--- config.mk ---
export PLATFORM = sky130hd
export DESIGN_NAME = waveform_statistics_flat
export DESIGN_NICKNAME = d
export VERILOG_FILES = /design/src/rtl/wfs_pkg.sv /design/src/rtl/wfs_if.sv /design/src/rtl/wfs_ctrl.sv /design/src/rtl/wfs_dpath.sv /design/src/rtl/waveform_statistics.sv /design/src/flat_wrapper.sv
export SDC_FILE = /design/constraint.sdc
export NUM_CORES = 2
export LEC_CHECK = 0
export BUFFER_PORTS_ARGS = -buffer_cell sky130_fd_sc_hd__clkbuf_2
export CAP_MARGIN = 30
export CORE_UTILIZATION = 60
export DETAILED_ROUTE_END_ITERATION = 12
export HOLD_SLACK_MARGIN = 0.12
export PLACE_DENSITY = 0.77
export SYNTH_ARGS = -nofsm -noshare
export SYNTH_HDL_FRONTEND = slang
export SYNTH_SLANG_ARGS = --single-unit
--- constraint.sdc ---
create_clock -name clk -period 9.82 [get_ports clk]
set_clock_uncertainty 0.05 [all_clocks]
set_input_delay 1.964 -clock clk [delete_from_list [all_inputs] [get_ports clk]]
set_output_delay 1.964 -clock clk [all_outputs]
set_load 0.03 [all_outputs]
--- src/rtl/wfs_pkg.sv ---
`timescale 1ns / 1ps
`default_nettype none

package wfs_pkg;

	// field widths at the ports
	localparam int IN_W   = 24;
	localparam int MEAN_W = 32;
	localparam int STD_W  = 31;
	localparam int DIV_W  = 17;

	// arithmetic widths
	localparam int MEAN_MAG_W = 32;
	localparam int MUL_W      = 32;
	localparam int MUL_STEPS  = 32;
	localparam int ROOT_IN_W  = 62;
	localparam int ROOT_STEPS = 31;
	localparam int RREM_W     = 33;

	localparam logic [MEAN_MAG_W-1:0] MEAN_POS_MAG = 32'h7FFF_FFFF;
	localparam logic [MEAN_MAG_W-1:0] MEAN_NEG_MAG = 32'h8000_0000;

	// defaults
	localparam int DEF_MAX_SAMPLES = 2048;
	localparam int DEF_SAMPLE_BITS = 24;
	localparam logic [DIV_W-1:0] DIV_RESET = 17'd2048;

	// register file
	localparam int APB_DATA_W = 32;
	localparam int PADDR_W    = 3;
	localparam int REG_IDX_W  = 1;
	localparam logic [REG_IDX_W-1:0] REG_MEAN_DIVISOR = 1'b0;

	function automatic int count_width(input int max_samples);
		return $clog2(max_samples + 1);
	endfunction

	function automatic int acc_width(input int max_samples);
		return count_width(max_samples) + 2 * MEAN_MAG_W - 1;
	endfunction

	typedef enum logic [3:0] {
		ST_ACCUM,
		ST_DRAIN,
		ST_MEAN_LD,
		ST_MEAN_DIV,
		ST_SQ_LD,
		ST_SQ_MUL,
		ST_N_LD,
		ST_N_MUL,
		ST_X_LD,
		ST_X_MUL,
		ST_VAR_LD,
		ST_VAR_DIV,
		ST_ROOT_LD,
		ST_ROOT,
		ST_EMIT
	} state_t;

	typedef struct packed {
		logic in_ready;
		logic div_load_mean;
		logic div_load_var;
		logic div_step;
		logic mul_load_sq;
		logic mul_load_n;
		logic mul_load_x;
		logic mul_step;
		logic mul_sub;
		logic root_load;
		logic root_step;
		logic emit;
	} cmd_t;

	typedef struct packed {
		logic last_taken;
		logic out_free;
	} sts_t;

endpackage

`default_nettype wire

--- src/rtl/wfs_if.sv ---
`timescale 1ns / 1ps
`default_nettype none

interface wfs_sample_if import wfs_pkg::*; ();
	logic                   valid;
	logic                   ready;
	logic signed [IN_W-1:0] sample;
	logic                   last;

	modport source (output valid, output sample, output last, input ready);
	modport sink (input valid, input sample, input last, output ready);
endinterface

interface wfs_result_if import wfs_pkg::*; ();
	logic                     valid;
	logic                     ready;
	logic signed [MEAN_W-1:0] mean;
	logic [STD_W-1:0]         std_dev;
	logic signed [IN_W-1:0]   minimum;
	logic signed [IN_W-1:0]   maximum;
	logic [IN_W-1:0]          peak_to_peak;
	logic                     overflow;

	modport source (output valid, output mean, output std_dev, output minimum,
		output maximum, output peak_to_peak, output overflow, input ready);
	modport sink (input valid, input mean, input std_dev, input minimum,
		input maximum, input peak_to_peak, input overflow, output ready);
endinterface

`default_nettype wire

--- src/rtl/wfs_ctrl.sv ---
`timescale 1ns / 1ps
`default_nettype none

module wfs_ctrl import wfs_pkg::*; #(
	parameter int MAX_SAMPLES = DEF_MAX_SAMPLES
) (
	input  wire  clk,
	input  wire  arst_n,
	input  sts_t sts,
	output cmd_t cmd
);

	localparam int AW     = acc_width(MAX_SAMPLES);
	localparam int STEP_W = $clog2(AW);
	localparam logic [STEP_W-1:0] DIV_LAST  = STEP_W'(AW - 1);
	localparam logic [STEP_W-1:0] MUL_LAST  = STEP_W'(MUL_STEPS - 1);
	localparam logic [STEP_W-1:0] ROOT_LAST = STEP_W'(ROOT_STEPS - 1);

	state_t state_q, state_d;
	logic [STEP_W-1:0] step_q;
	logic step_clr;

	always_ff @(posedge clk or negedge arst_n) begin
		if (!arst_n) begin
			state_q <= ST_ACCUM;
			step_q  <= '0;
		end else begin
			state_q <= state_d;
			if (step_clr) begin
				step_q <= '0;
			end else begin
				step_q <= step_q + STEP_W'(1);
			end
		end
	end

	always_comb begin
		state_d  = state_q;
		cmd      = '0;
		step_clr = 1'b0;
		unique case (state_q)
			ST_ACCUM: begin
				cmd.in_ready = 1'b1;
				step_clr     = 1'b1;
				if (sts.last_taken) begin
					state_d = ST_DRAIN;
				end
			end
			ST_DRAIN: begin
				step_clr = 1'b1;
				state_d  = ST_MEAN_LD;
			end
			ST_MEAN_LD: begin
				cmd.div_load_mean = 1'b1;
				step_clr          = 1'b1;
				state_d           = ST_MEAN_DIV;
			end
			ST_MEAN_DIV: begin
				cmd.div_step = 1'b1;
				if (step_q == DIV_LAST) begin
					state_d = ST_SQ_LD;
				end
			end
			ST_SQ_LD: begin
				cmd.mul_load_sq = 1'b1;
				step_clr        = 1'b1;
				state_d         = ST_SQ_MUL;
			end
			ST_SQ_MUL: begin
				cmd.mul_step = 1'b1;
				if (step_q == MUL_LAST) begin
					state_d = ST_N_LD;
				end
			end
			ST_N_LD: begin
				cmd.mul_load_n = 1'b1;
				step_clr       = 1'b1;
				state_d        = ST_N_MUL;
			end
			ST_N_MUL: begin
				cmd.mul_step = 1'b1;
				if (step_q == MUL_LAST) begin
					state_d = ST_X_LD;
				end
			end
			ST_X_LD: begin
				cmd.mul_load_x = 1'b1;
				step_clr       = 1'b1;
				state_d        = ST_X_MUL;
			end
			ST_X_MUL: begin
				cmd.mul_step = 1'b1;
				cmd.mul_sub  = 1'b1;
				if (step_q == MUL_LAST) begin
					state_d = ST_VAR_LD;
				end
			end
			ST_VAR_LD: begin
				cmd.div_load_var = 1'b1;
				step_clr         = 1'b1;
				state_d          = ST_VAR_DIV;
			end
			ST_VAR_DIV: begin
				cmd.div_step = 1'b1;
				if (step_q == DIV_LAST) begin
					state_d = ST_ROOT_LD;
				end
			end
			ST_ROOT_LD: begin
				cmd.root_load = 1'b1;
				step_clr      = 1'b1;
				state_d       = ST_ROOT;
			end
			ST_ROOT: begin
				cmd.root_step = 1'b1;
				if (step_q == ROOT_LAST) begin
					state_d = ST_EMIT;
				end
			end
			ST_EMIT: begin
				step_clr = 1'b1;
				if (sts.out_free) begin
					cmd.emit = 1'b1;
					state_d  = ST_ACCUM;
				end
			end
			default: begin
				state_d = ST_ACCUM;
			end
		endcase
	end

endmodule

`default_nettype wire

--- src/rtl/wfs_dpath.sv ---
`timescale 1ns / 1ps
`default_nettype none

module wfs_dpath import wfs_pkg::*; #(
	parameter int MAX_SAMPLES = DEF_MAX_SAMPLES,
	parameter int SAMPLE_BITS = DEF_SAMPLE_BITS
) (
	input  wire               clk,
	input  wire               arst_n,
	input  wire [DIV_W-1:0]   mean_divisor,
	input  cmd_t              cmd,
	output sts_t              sts,
	wfs_sample_if.sink        samples,
	wfs_result_if.source      results
);

	localparam int SB = SAMPLE_BITS;
	localparam int CW = count_width(MAX_SAMPLES);
	localparam int SW = SB + CW;
	localparam int QW = 2 * SB - 2 + CW;
	localparam int AW = acc_width(MAX_SAMPLES);
	localparam int RW = RREM_W + 2;

	localparam logic signed [SB-1:0] MIN_RESET = {1'b0, {(SB - 1){1'b1}}};
	localparam logic signed [SB-1:0] MAX_RESET = {1'b1, {(SB - 1){1'b0}}};

	// sample intake
	logic                   accept;
	logic                   take;
	logic signed [SB-1:0]   x_in;
	logic signed [2*SB-1:0] x_sq;

	logic                   valid_s1;
	logic                   take_s1;
	logic signed [SB-1:0]   x_s1;
	logic [2*SB-2:0]        sq_s1;

	// accumulators
	logic [CW-1:0]        count_q;
	logic signed [SW-1:0] sum_q;
	logic [QW-1:0]        sq_q;
	logic signed [SB-1:0] min_q;
	logic signed [SB-1:0] max_q;
	logic                 drop_q;

	// divider
	logic [AW-1:0]    dvd_q;
	logic [DIV_W:0]   rem_q;
	logic [DIV_W-1:0] dsr_q;
	logic [DIV_W:0]   div_cat;
	logic [DIV_W+1:0] div_trial;
	logic             div_borrow;

	// mean
	logic                       sum_neg;
	logic [SW-1:0]              sum_mag;
	logic [AW-1:0]              mag_lim;
	logic [MEAN_MAG_W-1:0]      am_d;
	logic [MEAN_MAG_W-1:0]      am_q;
	logic signed [MEAN_W-1:0]   mean_q;

	// shift-add multiplier
	logic [AW-1:0]    acc_q;
	logic [AW-1:0]    mcand_q;
	logic [MUL_W-1:0] mplier_q;

	// square root
	logic [ROOT_IN_W-1:0] rad_q;
	logic [RREM_W-1:0]    rrem_q;
	logic [STD_W-1:0]     root_q;
	logic                 root_sat_q;
	logic [RW-1:0]        root_cur;
	logic [RW-1:0]        root_trial;

	// result register
	logic                     res_valid_q;
	logic signed [MEAN_W-1:0] res_mean_q;
	logic [STD_W-1:0]         res_std_q;
	logic signed [IN_W-1:0]   res_min_q;
	logic signed [IN_W-1:0]   res_max_q;
	logic [IN_W-1:0]          res_pp_q;
	logic                     res_ovf_q;

	assign samples.ready = cmd.in_ready;
	assign accept        = samples.valid & cmd.in_ready;
	assign take          = count_q < CW'(MAX_SAMPLES);
	assign x_in          = $signed(samples.sample[SB-1:0]);
	assign x_sq          = x_in * x_in;

	assign sts.last_taken = accept & samples.last;
	assign sts.out_free   = ~res_valid_q | results.ready;

	always_ff @(posedge clk or negedge arst_n) begin
		if (!arst_n) begin
			valid_s1 <= 1'b0;
		end else begin
			valid_s1 <= accept;
		end
	end

	always_ff @(posedge clk) begin
		if (accept) begin
			x_s1    <= x_in;
			sq_s1   <= x_sq[2*SB-2:0];
			take_s1 <= take;
		end
	end

	always_ff @(posedge clk or negedge arst_n) begin
		if (!arst_n) begin
			count_q <= '0;
			sum_q   <= '0;
			sq_q    <= '0;
			min_q   <= MIN_RESET;
			max_q   <= MAX_RESET;
			drop_q  <= 1'b0;
		end else if (cmd.emit) begin
			count_q <= '0;
			sum_q   <= '0;
			sq_q    <= '0;
			min_q   <= MIN_RESET;
			max_q   <= MAX_RESET;
			drop_q  <= 1'b0;
		end else begin
			if (accept) begin
				if (take) begin
					count_q <= count_q + CW'(1);
				end else begin
					drop_q <= 1'b1;
				end
			end
			if (valid_s1 && take_s1) begin
				sum_q <= sum_q + SW'(x_s1);
				sq_q  <= sq_q + QW'(sq_s1);
				if (x_s1 < min_q) begin
					min_q <= x_s1;
				end
				if (x_s1 > max_q) begin
					max_q <= x_s1;
				end
			end
		end
	end

	// restoring divider, one quotient bit per cycle
	assign div_cat    = {rem_q[DIV_W-1:0], dvd_q[AW-1]};
	assign div_trial  = {1'b0, div_cat} - {2'b00, dsr_q};
	assign div_borrow = div_trial[DIV_W+1];

	assign sum_neg = sum_q[SW-1];
	assign sum_mag = sum_neg ? $unsigned(-sum_q) : $unsigned(sum_q);
	assign mag_lim = AW'(sum_neg ? MEAN_NEG_MAG : MEAN_POS_MAG);
	assign am_d    = (dvd_q > mag_lim) ? mag_lim[MEAN_MAG_W-1:0] : dvd_q[MEAN_MAG_W-1:0];

	always_ff @(posedge clk) begin
		if (cmd.div_load_mean) begin
			dvd_q <= AW'(sum_mag);
			rem_q <= '0;
			dsr_q <= (mean_divisor == '0) ? DIV_W'(1) : mean_divisor;
		end else if (cmd.div_load_var) begin
			dvd_q <= acc_q;
			rem_q <= '0;
		end else if (cmd.div_step) begin
			dvd_q <= {dvd_q[AW-2:0], ~div_borrow};
			rem_q <= div_borrow ? div_cat : div_trial[DIV_W:0];
		end
	end

	// shift-add multiplier accumulating into the variance
	always_ff @(posedge clk) begin
		if (cmd.mul_load_sq) begin
			am_q     <= am_d;
			mean_q   <= sum_neg ? $signed(-am_d) : $signed(am_d);
			acc_q    <= '0;
			mcand_q  <= AW'(am_d);
			mplier_q <= am_d;
		end else if (cmd.mul_load_n) begin
			acc_q    <= AW'(sq_q);
			mcand_q  <= acc_q;
			mplier_q <= MUL_W'(count_q);
		end else if (cmd.mul_load_x) begin
			mcand_q  <= AW'({sum_mag, 1'b0});
			mplier_q <= am_q;
		end else if (cmd.mul_step) begin
			if (mplier_q[0]) begin
				acc_q <= cmd.mul_sub ? acc_q - mcand_q : acc_q + mcand_q;
			end
			mcand_q  <= {mcand_q[AW-2:0], 1'b0};
			mplier_q <= {1'b0, mplier_q[MUL_W-1:1]};
		end
	end

	// digit-by-digit square root, two radicand bits per cycle
	assign root_cur   = {rrem_q, rad_q[ROOT_IN_W-1 -: 2]};
	assign root_trial = RW'({root_q, 2'b01});

	always_ff @(posedge clk) begin
		if (cmd.root_load) begin
			rad_q      <= dvd_q[ROOT_IN_W-1:0];
			root_sat_q <= |dvd_q[AW-1:ROOT_IN_W];
			rrem_q     <= '0;
			root_q     <= '0;
		end else if (cmd.root_step) begin
			rad_q <= {rad_q[ROOT_IN_W-3:0], 2'b00};
			if (root_cur >= root_trial) begin
				rrem_q <= RREM_W'(root_cur - root_trial);
				root_q <= {root_q[STD_W-2:0], 1'b1};
			end else begin
				rrem_q <= root_cur[RREM_W-1:0];
				root_q <= {root_q[STD_W-2:0], 1'b0};
			end
		end
	end

	// result register
	always_ff @(posedge clk or negedge arst_n) begin
		if (!arst_n) begin
			res_valid_q <= 1'b0;
		end else if (cmd.emit) begin
			res_valid_q <= 1'b1;
		end else if (results.ready) begin
			res_valid_q <= 1'b0;
		end
	end

	always_ff @(posedge clk) begin
		if (cmd.emit) begin
			res_mean_q <= mean_q;
			res_std_q  <= root_sat_q ? {STD_W{1'b1}} : root_q;
			res_min_q  <= IN_W'(min_q);
			res_max_q  <= IN_W'(max_q);
			res_pp_q   <= $unsigned(IN_W'(max_q)) - $unsigned(IN_W'(min_q));
			res_ovf_q  <= drop_q;
		end
	end

	assign results.valid        = res_valid_q;
	assign results.mean         = res_mean_q;
	assign results.std_dev      = res_std_q;
	assign results.minimum      = res_min_q;
	assign results.maximum      = res_max_q;
	assign results.peak_to_peak = res_pp_q;
	assign results.overflow     = res_ovf_q;

`ifndef NO_ASSERTIONS
	a_drop_sets_flag: assert property (@(posedge clk) disable iff (!arst_n)
		accept && !take |=> drop_q)
		else $error("dropped sample did not raise overflow");

	a_emit_no_overwrite: assert property (@(posedge clk) disable iff (!arst_n)
		cmd.emit |-> !res_valid_q || results.ready)
		else $error("pending result overwritten");

	a_emit_valid: assert property (@(posedge clk) disable iff (!arst_n)
		cmd.emit |=> res_valid_q)
		else $error("result not presented after emit");

	a_min_le_max: assert property (@(posedge clk) disable iff (!arst_n)
		valid_s1 && take_s1 |=> min_q <= max_q)
		else $error("minimum above maximum after a kept sample");

	a_no_intake_while_busy: assert property (@(posedge clk) disable iff (!arst_n)
		cmd.div_step || cmd.mul_step || cmd.root_step |-> !accept && !valid_s1)
		else $error("sample taken during result computation");
`endif

endmodule

`default_nettype wire

--- src/rtl/waveform_statistics.sv ---
// Waveform statistics: samples are accepted one per cycle until the one
// flagged last; a sample beyond MAX_SAMPLES is dropped and sets overflow.
// After the last sample the block stops taking samples while it computes
// the result, and also while the previous result still sits untaken in the
// output register. It then loads one result transaction into the output
// register and opens the sample channel again, while that result waits to
// be taken. The time is set by the shared restoring divider (one quotient
// bit per cycle, used for the mean and for the variance), the shift-add
// multiplier (three passes for the sum of squared deviations) and the square
// root (two radicand bits per cycle). mean_divisor (byte address 0, reset
// 2048, a zero is taken as one) must be written over APB only between
// waveforms; the block itself does not enforce this.
`timescale 1ns / 1ps
`default_nettype none

module waveform_statistics import wfs_pkg::*; #(
	parameter int MAX_SAMPLES = DEF_MAX_SAMPLES,
	parameter int SAMPLE_BITS = DEF_SAMPLE_BITS
) (
	input  wire                   clk,
	input  wire                   arst_n,
	wfs_sample_if.sink            samples,
	wfs_result_if.source          results,
	input  wire                   psel,
	input  wire                   penable,
	input  wire                   pwrite,
	input  wire [PADDR_W-1:0]     paddr,
	input  wire [APB_DATA_W-1:0]  pwdata,
	output logic [APB_DATA_W-1:0] prdata,
	output logic                  pready
);

	logic [DIV_W-1:0]     div_q;
	logic [REG_IDX_W-1:0] reg_idx;
	cmd_t                 cmd;
	sts_t                 sts;

	assign pready  = 1'b1;
	assign reg_idx = paddr[PADDR_W-1:2];

	always_ff @(posedge clk or negedge arst_n) begin
		if (!arst_n) begin
			div_q <= DIV_RESET;
		end else if (psel && penable && pwrite && pready
				&& reg_idx == REG_MEAN_DIVISOR) begin
			div_q <= pwdata[DIV_W-1:0];
		end
	end

	always_comb begin
		prdata = '0;
		if (reg_idx == REG_MEAN_DIVISOR) begin
			prdata = APB_DATA_W'(div_q);
		end
	end

	wfs_ctrl #(
		.MAX_SAMPLES(MAX_SAMPLES)
	) u_ctrl (
		.clk   (clk),
		.arst_n(arst_n),
		.sts   (sts),
		.cmd   (cmd)
	);

	wfs_dpath #(
		.MAX_SAMPLES(MAX_SAMPLES),
		.SAMPLE_BITS(SAMPLE_BITS)
	) u_dpath (
		.clk         (clk),
		.arst_n      (arst_n),
		.mean_divisor(div_q),
		.cmd         (cmd),
		.sts         (sts),
		.samples     (samples),
		.results     (results)
	);

endmodule

`default_nettype wire

--- src/flat_wrapper.sv ---
// flat-port wrapper written by rule: the top's interface ports become plain ports
module waveform_statistics_flat import wfs_pkg::*;
#(
	parameter int MAX_SAMPLES = DEF_MAX_SAMPLES,
	parameter int SAMPLE_BITS = DEF_SAMPLE_BITS
)
  (clk, arst_n, psel, penable, pwrite, paddr, pwdata, prdata, pready, samples_valid, samples_sample, samples_last, samples_ready, results_valid, results_mean, results_std_dev, results_minimum, results_maximum, results_peak_to_peak, results_overflow, results_ready);
  wfs_sample_if samples_i ();
  wfs_result_if results_i ();
  input  wire clk;
  input  wire arst_n;
  input  wire psel;
  input  wire penable;
  input  wire pwrite;
  input  wire [PADDR_W-1:0] paddr;
  input  wire [APB_DATA_W-1:0] pwdata;
  output logic [APB_DATA_W-1:0] prdata;
  output logic pready;
  input wire logic [$bits(samples_i.valid)-1:0] samples_valid;
  input wire logic [$bits(samples_i.sample)-1:0] samples_sample;
  input wire logic [$bits(samples_i.last)-1:0] samples_last;
  output wire logic [$bits(samples_i.ready)-1:0] samples_ready;
  output wire logic [$bits(results_i.valid)-1:0] results_valid;
  output wire logic [$bits(results_i.mean)-1:0] results_mean;
  output wire logic [$bits(results_i.std_dev)-1:0] results_std_dev;
  output wire logic [$bits(results_i.minimum)-1:0] results_minimum;
  output wire logic [$bits(results_i.maximum)-1:0] results_maximum;
  output wire logic [$bits(results_i.peak_to_peak)-1:0] results_peak_to_peak;
  output wire logic [$bits(results_i.overflow)-1:0] results_overflow;
  input wire logic [$bits(results_i.ready)-1:0] results_ready;
  assign samples_i.valid = samples_valid;
  assign samples_i.sample = samples_sample;
  assign samples_i.last = samples_last;
  assign samples_ready = samples_i.ready;
  assign results_valid = results_i.valid;
  assign results_mean = results_i.mean;
  assign results_std_dev = results_i.std_dev;
  assign results_minimum = results_i.minimum;
  assign results_maximum = results_i.maximum;
  assign results_peak_to_peak = results_i.peak_to_peak;
  assign results_overflow = results_i.overflow;
  assign results_i.ready = results_ready;
  waveform_statistics #(.MAX_SAMPLES(MAX_SAMPLES), .SAMPLE_BITS(SAMPLE_BITS)) u_core (.clk(clk), .arst_n(arst_n), .samples(samples_i), .results(results_i), .psel(psel), .penable(penable), .pwrite(pwrite), .paddr(paddr), .pwdata(pwdata), .prdata(prdata), .pready(pready));
endmodule
After elaboration in Yosys (flattened, before gate mapping)
Cells that the tools add are included.
{ "op_classes": {"addsub": 11, "n_eq_ne": 27, "multipliers": 1, "n_reduce_logical": 32, "magnitude_cmp": 5, "mux": 68, "n_bitwise": 7} }
{ "op_table": {"columns": ["op", "count"], "rows": [
  ["75-bit 2-to-1 mux", 6],
  ["58-bit 2-to-1 mux", 6],
  ["32-bit 2-to-1 mux", 8],
  ["24-bit 2-to-1 mux", 6],
  ["36-bit 2-to-1 mux", 4],
  ["62-bit 2-to-1 mux", 2],
  ["75-bit adder", 1],
  ["75-bit by 32-bit > comparator with 1-bit output", 1],
  ["75-bit subtractor", 1],
  ["4-bit one-hot mux with 15 select lines", 1],
  ["58-bit by 47-bit adder with 58-bit output", 1],
  ["24-bit by 24-bit multiplier with 47-bit output", 1],
  ["36-bit by 24-bit adder with 36-bit output", 1],
  ["12-bit 2-to-1 mux", 3],
  ["36-bit negation", 1],
  ["35-bit by 33-bit greater-or-equal comparator with 1-bit output", 1],
  ["17-bit 2-to-1 mux", 2],
  ["33-bit 2-to-1 mux", 1],
  ["33-bit subtractor", 1],
  ["4-bit 2-to-1 mux", 8],
  ["32-bit negation", 1],
  ["4-bit == test (second input constant)", 7],
  ["24-bit > comparator", 1],
  ["24-bit < comparator", 1],
  ["30 further kinds", 85]
]} }
{ "totals": {"reg_bits": 875, "output_inout_bits": 171} }

Logic depth before layout (Yosys ltp)
{ "logic_depth": {"depth_word": 7, "ltp_mapped": 30, "mapped_depth_nobuf": 29} }

Modules after synthesis
A second synthesis with hierarchy kept.
{ "hier_totals": {"hier_cells": 7640, "hier_area_um2": 71235.8} }
{ "modules_own_cells": {"columns": ["mod", "seq_area_each_um2", "cells_each", "area_each_um2", "instances"], "rows": [
  ["wfs_dpath", 22206.3, 7484, 69565.5, 1],
  ["waveform_statistics", 426.7, 72, 937.1, 1],
  ["wfs_ctrl", 275.3, 84, 733.2, 1]
]} }

Least setup slack after synthesis
No wires, ideal clock.
{ "synth_path": {"path_kind": "in2reg", "from": "input port samples_sample[23]", "to": "register u_core.u_dpath.sq_s1[46] (data pin)", "setup_time_ns": 0.262, "path_slack_ns": 0.603, "t_arrival_ns": 8.906, "path_stages": 26, "n_path_buf": 2, "required_time_ns": 9.508, "path_cell_list": "clkbuf_1 clkbuf_1 nand2_1 inv_1 fa_1 fa_1 inv_1 fa_1 inv_1 fa_1 fa_1 fa_1 inv_1 fa_1 inv_1 ha_1 a21o_1 a21o_1 a21oi_1 nor2b_1 o21a_1 o21ai_0 nand2b_1 a21oi_1 o31ai_1 xnor2_1"} }
{ "synth_between": {"elab_chain_len": 1} }
{ "synth_rtl": {"columns": ["element", "line_no", "source"], "rows": [
  ["start: declaration", "flat_wrapper.sv:20", "input wire logic [$bits(samples_i.sample)-1:0] samples_sample;"],
  ["24-bit by 24-bit multiplier with 47-bit output", "wfs_dpath.sv:88", "assign x_sq = x_in * x_in;"],
  ["named net u_core.u_dpath.x_sq[46]", "wfs_dpath.sv:31", "logic signed [2*SB-1:0] x_sq;"],
  ["end signal: assignment", "wfs_dpath.sv:104", "sq_s1 <= x_sq[2*SB-2:0];"],
  ["end: declaration", "wfs_dpath.sv:36", "logic [2*SB-2:0] sq_s1;"]
]} }
The timed path passes the listed nets, and every way through them passes these cells.
A chain may end at the register's enable or synchronous reset.

Final worst setup path
{ "layout_path": {"from": "input port samples_sample[6]", "to": "register u_core.u_dpath.sq_s1[45] (data pin)"} }
The elaborated chain is that of the path after synthesis.

==> results.json <==
{
  "status": "finished clean",
  "row_count": 124,
  "slew_viol_final": 0,
  "final_cell_mix": "inv_1, nand2_1, a21oi_1",
  "ant_nets": 0,
  "end_kind": "flip-flop",
  "syn_area_sq_um": 69700,
  "vias_per_cell": 5.96,
  "cts_tree": "yes",
  "clock_path_buffers": 3,
  "wl_met1_um": 75300,
  "synth_seq_cells": 872,
  "synth_warnings": 0,
  "cts_resized": 0,
  "nFillCells": 9128,
  "maxSlewHeadroom": 0.361,
  "drc_errors": 0,
  "reg2reg_depth": 22,
  "die_area_sq_um": 118000,
  "crit_type": "in -> reg",
  "cp.required_ps": 10200,
  "cp_max_fo": 16,
  "async_flop_share": 0.212,
  "vias": 54000,
  "arrival_ps": 9200,
  "dr_wl_met2_um": 79500,
  "rsz0062_at_grt": "false",
  "overflow": 0,
  "grt_pass1_vias": 53300,
  "clockRootBuffer": "clkbuf_16",
  "ys_seq_area_frac": 0.329,
  "dr.first_iter.drc_count": 4630,
  "synthToLayoutAreaGrowth_pct": 8.10,
  "wl_per_cell_um": 19.2,
  "r2r_end": "u_core.u_dpath.acc_q[71]",
  "fmax_mhz": 113,
  "post-route-period-util": 0.899,
  "wl_um": 174000,
  "grt_antenna_before_repair": 2,
  "final_common_cell": "inv_1",
  "synth_ff_type": "edfxtp_1",
  "io_buffers": 204,
  "min_path_type": "reg -> reg",
  "cts_setup_buffers": 0,
  "die-width_um": 343,
  "setup_viol": 0,
  "synth.avg_cell_area_sq_um": 9.40,
  "holdBufCountCts": 0,
  "cp_slowest_cell": "fa_1",
  "synthCells": 7415,
  "io_pins": 238,
  "topRoutingLayerUsed": "met4",
  "grt_pass1_wl_um": 281000,
  "min_from": "u_core.u_dpath.mean_q[13]",
  "core-area_sq_um": 115000,
  "cpMostUsedCell": "fa_1",
  "hold_violations": 0,
  "drv_cap": 0,
  "max_stage_delay_ps": 590,
  "rrSetupSlack_ps": 2950,
  "gp_congestion": 0.935,
  "grt_max_degree": 155,
  "wl_met3_um": 13600,
  "drive_gt1_frac": 0.0876,
  "numCtsBuffers": 94,
  "hold_end": "u_core.u_dpath.results.mean[13]",
  "die_y_um": 343,
  "holdPathStages": 0,
  "synth_cell_types": 96,
  "startpoint_type": "input port",
  "clk_latency_ps": 690,
  "start_util": 0.607,
  "worst_pin_slew_ps": 956,
  "clock-sinks": 872,
  "cts-htree-levels": 3,
  "layout.nets": 8539,
  "period_needed_ps": 8830,
  "dr.pass1.iters": 6,
  "r2r-start": "u_core.u_dpath.mcand_q[9]",
  "path_clk_slew_ps": 60,
  "track_usage": 0.296,
  "finalSetupTns_ps": 0,
  "dp_hpwl_um": 129000,
  "synth_edf_count": 449
}
[kinds of logic (layout without fill, tap and decap cells)]
| family | count (synthesis) | in the layout | share of synthesized area |
|---|---|---|---|
| and+or+nand+nor | 2068 | 2068 | 0.137 |
| AOI/OAI and AO/OA | 1660 | 1660 | 0.149 |
| buffers and inverters | 1233 | 1341 | 0.0676 |
| adders and majority gates | 1014 | 1014 | 0.242 |
| DFF | 872 | 872 | 0.329 |
| xor gates and xnor gates | 394 | 394 | 0.0495 |
| muxes | 172 | 172 | 0.0261 |
| other | 2 | 18 | 0.000108 |
[worst max-delay path by stage]
stage | end | cells past startpoint | from
3_3_place_gp | u_core.u_dpath.sq_s1[45] | 28 | samples_sample[13]
4_1_cts | u_core.u_dpath.sq_s1[42] | 25 | samples_sample[13]
5_1_grt | u_core.u_dpath.sq_s1[42] | 25 | samples_sample[13]
6_report | u_core.u_dpath.sq_s1[45] | 27 | samples_sample[6]
2_1_floorplan | u_core.u_dpath.sq_s1[46] | 26 | samples_sample[23]
3_5_place_dp | u_core.u_dpath.sq_s1[42] | 25 | samples_sample[13]
[layer usage]
metal	vias up	GRT usage
met5	-	0
met4	0	0.103
met3	282	0.0445
met2	2089	0.470
met1	26300	0.415
li1	25300	-
[critical path, delay by kind of cell]
kind,cells,cell delay (ps)
AOI/OAI and AO/OA,10,2100
xor gates and xnor gates,1,80
adders and majority gates,8,4020
buffers and inverters,6,700
and+or+nand+nor,2,320
[metrics by stage]
step / utilization / setup WS (ps) / instance area, sq um / instances / hold slack [ps]
floorplan: - / 603 / 69800 / 7429 / 350
global placement: 0.627 / 470 / 72000 / 8868 / 351
detailed placement: 0.628 / 332 / 72100 / 8870 / 355
CTS: 0.656 / 1030 / 75300 / 9045 / 368
global route: 0.656 / 552 / 75400 / 9051 / 372
finish: 0.656 / 992 / 75400 / 9051 / 367
[final cells by class]
cell class	count	area, sq um	area share
inverter	874	3290	0.0437
clock inverter	56	614	0.00815
sequential	872	22900	0.304
antenna	2	5.00	0.0000664
multi-input combinational	5324	42300	0.561
timing repair buffer	292	1820	0.0242
clock buffer	119	2580	0.0342
tap	1512	1890	0.0251
[cell usage after synthesis (32+ instances only)]
master	n	area share
a221oi_1	68	0.0085
inv_1	870	0.047
mux2i_1	92	0.013
nand2b_1	55	0.0049
fa_1	559	0.16
and2_1	137	0.012
nor4_1	32	0.0029
dfxtp_1	238	0.068
ha_1	455	0.082
o21bai_1	38	0.0041
a21oi_1	627	0.045
o22ai_1	56	0.0050
nand4_1	56	0.0050
nor2b_1	86	0.0077
or2_2	50	0.0045
edfxtp_1	449	0.19
o31ai_1	39	0.0042
o21a_1	46	0.0050
xnor2_1	244	0.031
a21o_1	188	0.020
o21ai_0	275	0.020
mux2_2	79	0.013
nand3_1	96	0.0069
nand2_1	789	0.042
a31oi_1	42	0.0038
and3_1	34	0.0031
o211ai_1	39	0.0042
buf_1	33	0.0018
a211oi_1	33	0.0036
xor2_1	150	0.019
nor3_1	74	0.0053
dfrtp_1	160	0.057
or3_1	33	0.0030
nor2_1	565	0.030
clkbuf_1	301	0.016
a22oi_1	54	0.0058
[flip-flops by register name (all words and copies together) (netlist names), 31 cells and up]
signal / flops
u_core.u_dpath.rad_q: 62
u_core.u_dpath.results.std_dev: 31
u_core.u_dpath.sq_q: 58
u_core.u_dpath.results.mean: 32
u_core.u_dpath.root_q: 31
u_core.u_dpath.dvd_q: 75
u_core.u_dpath.acc_q: 75
u_core.u_dpath.mean_q: 31
u_core.u_dpath.mplier_q: 32
u_core.u_dpath.sum_q: 36
u_core.u_dpath.rrem_q: 33
u_core.u_dpath.sq_s1: 45
u_core.u_dpath.mcand_q: 75
u_core.u_dpath.am_q: 32
Power is not shown: default switching activity piles up to over one toggle a cycle in this logic, so the estimate is an artifact.
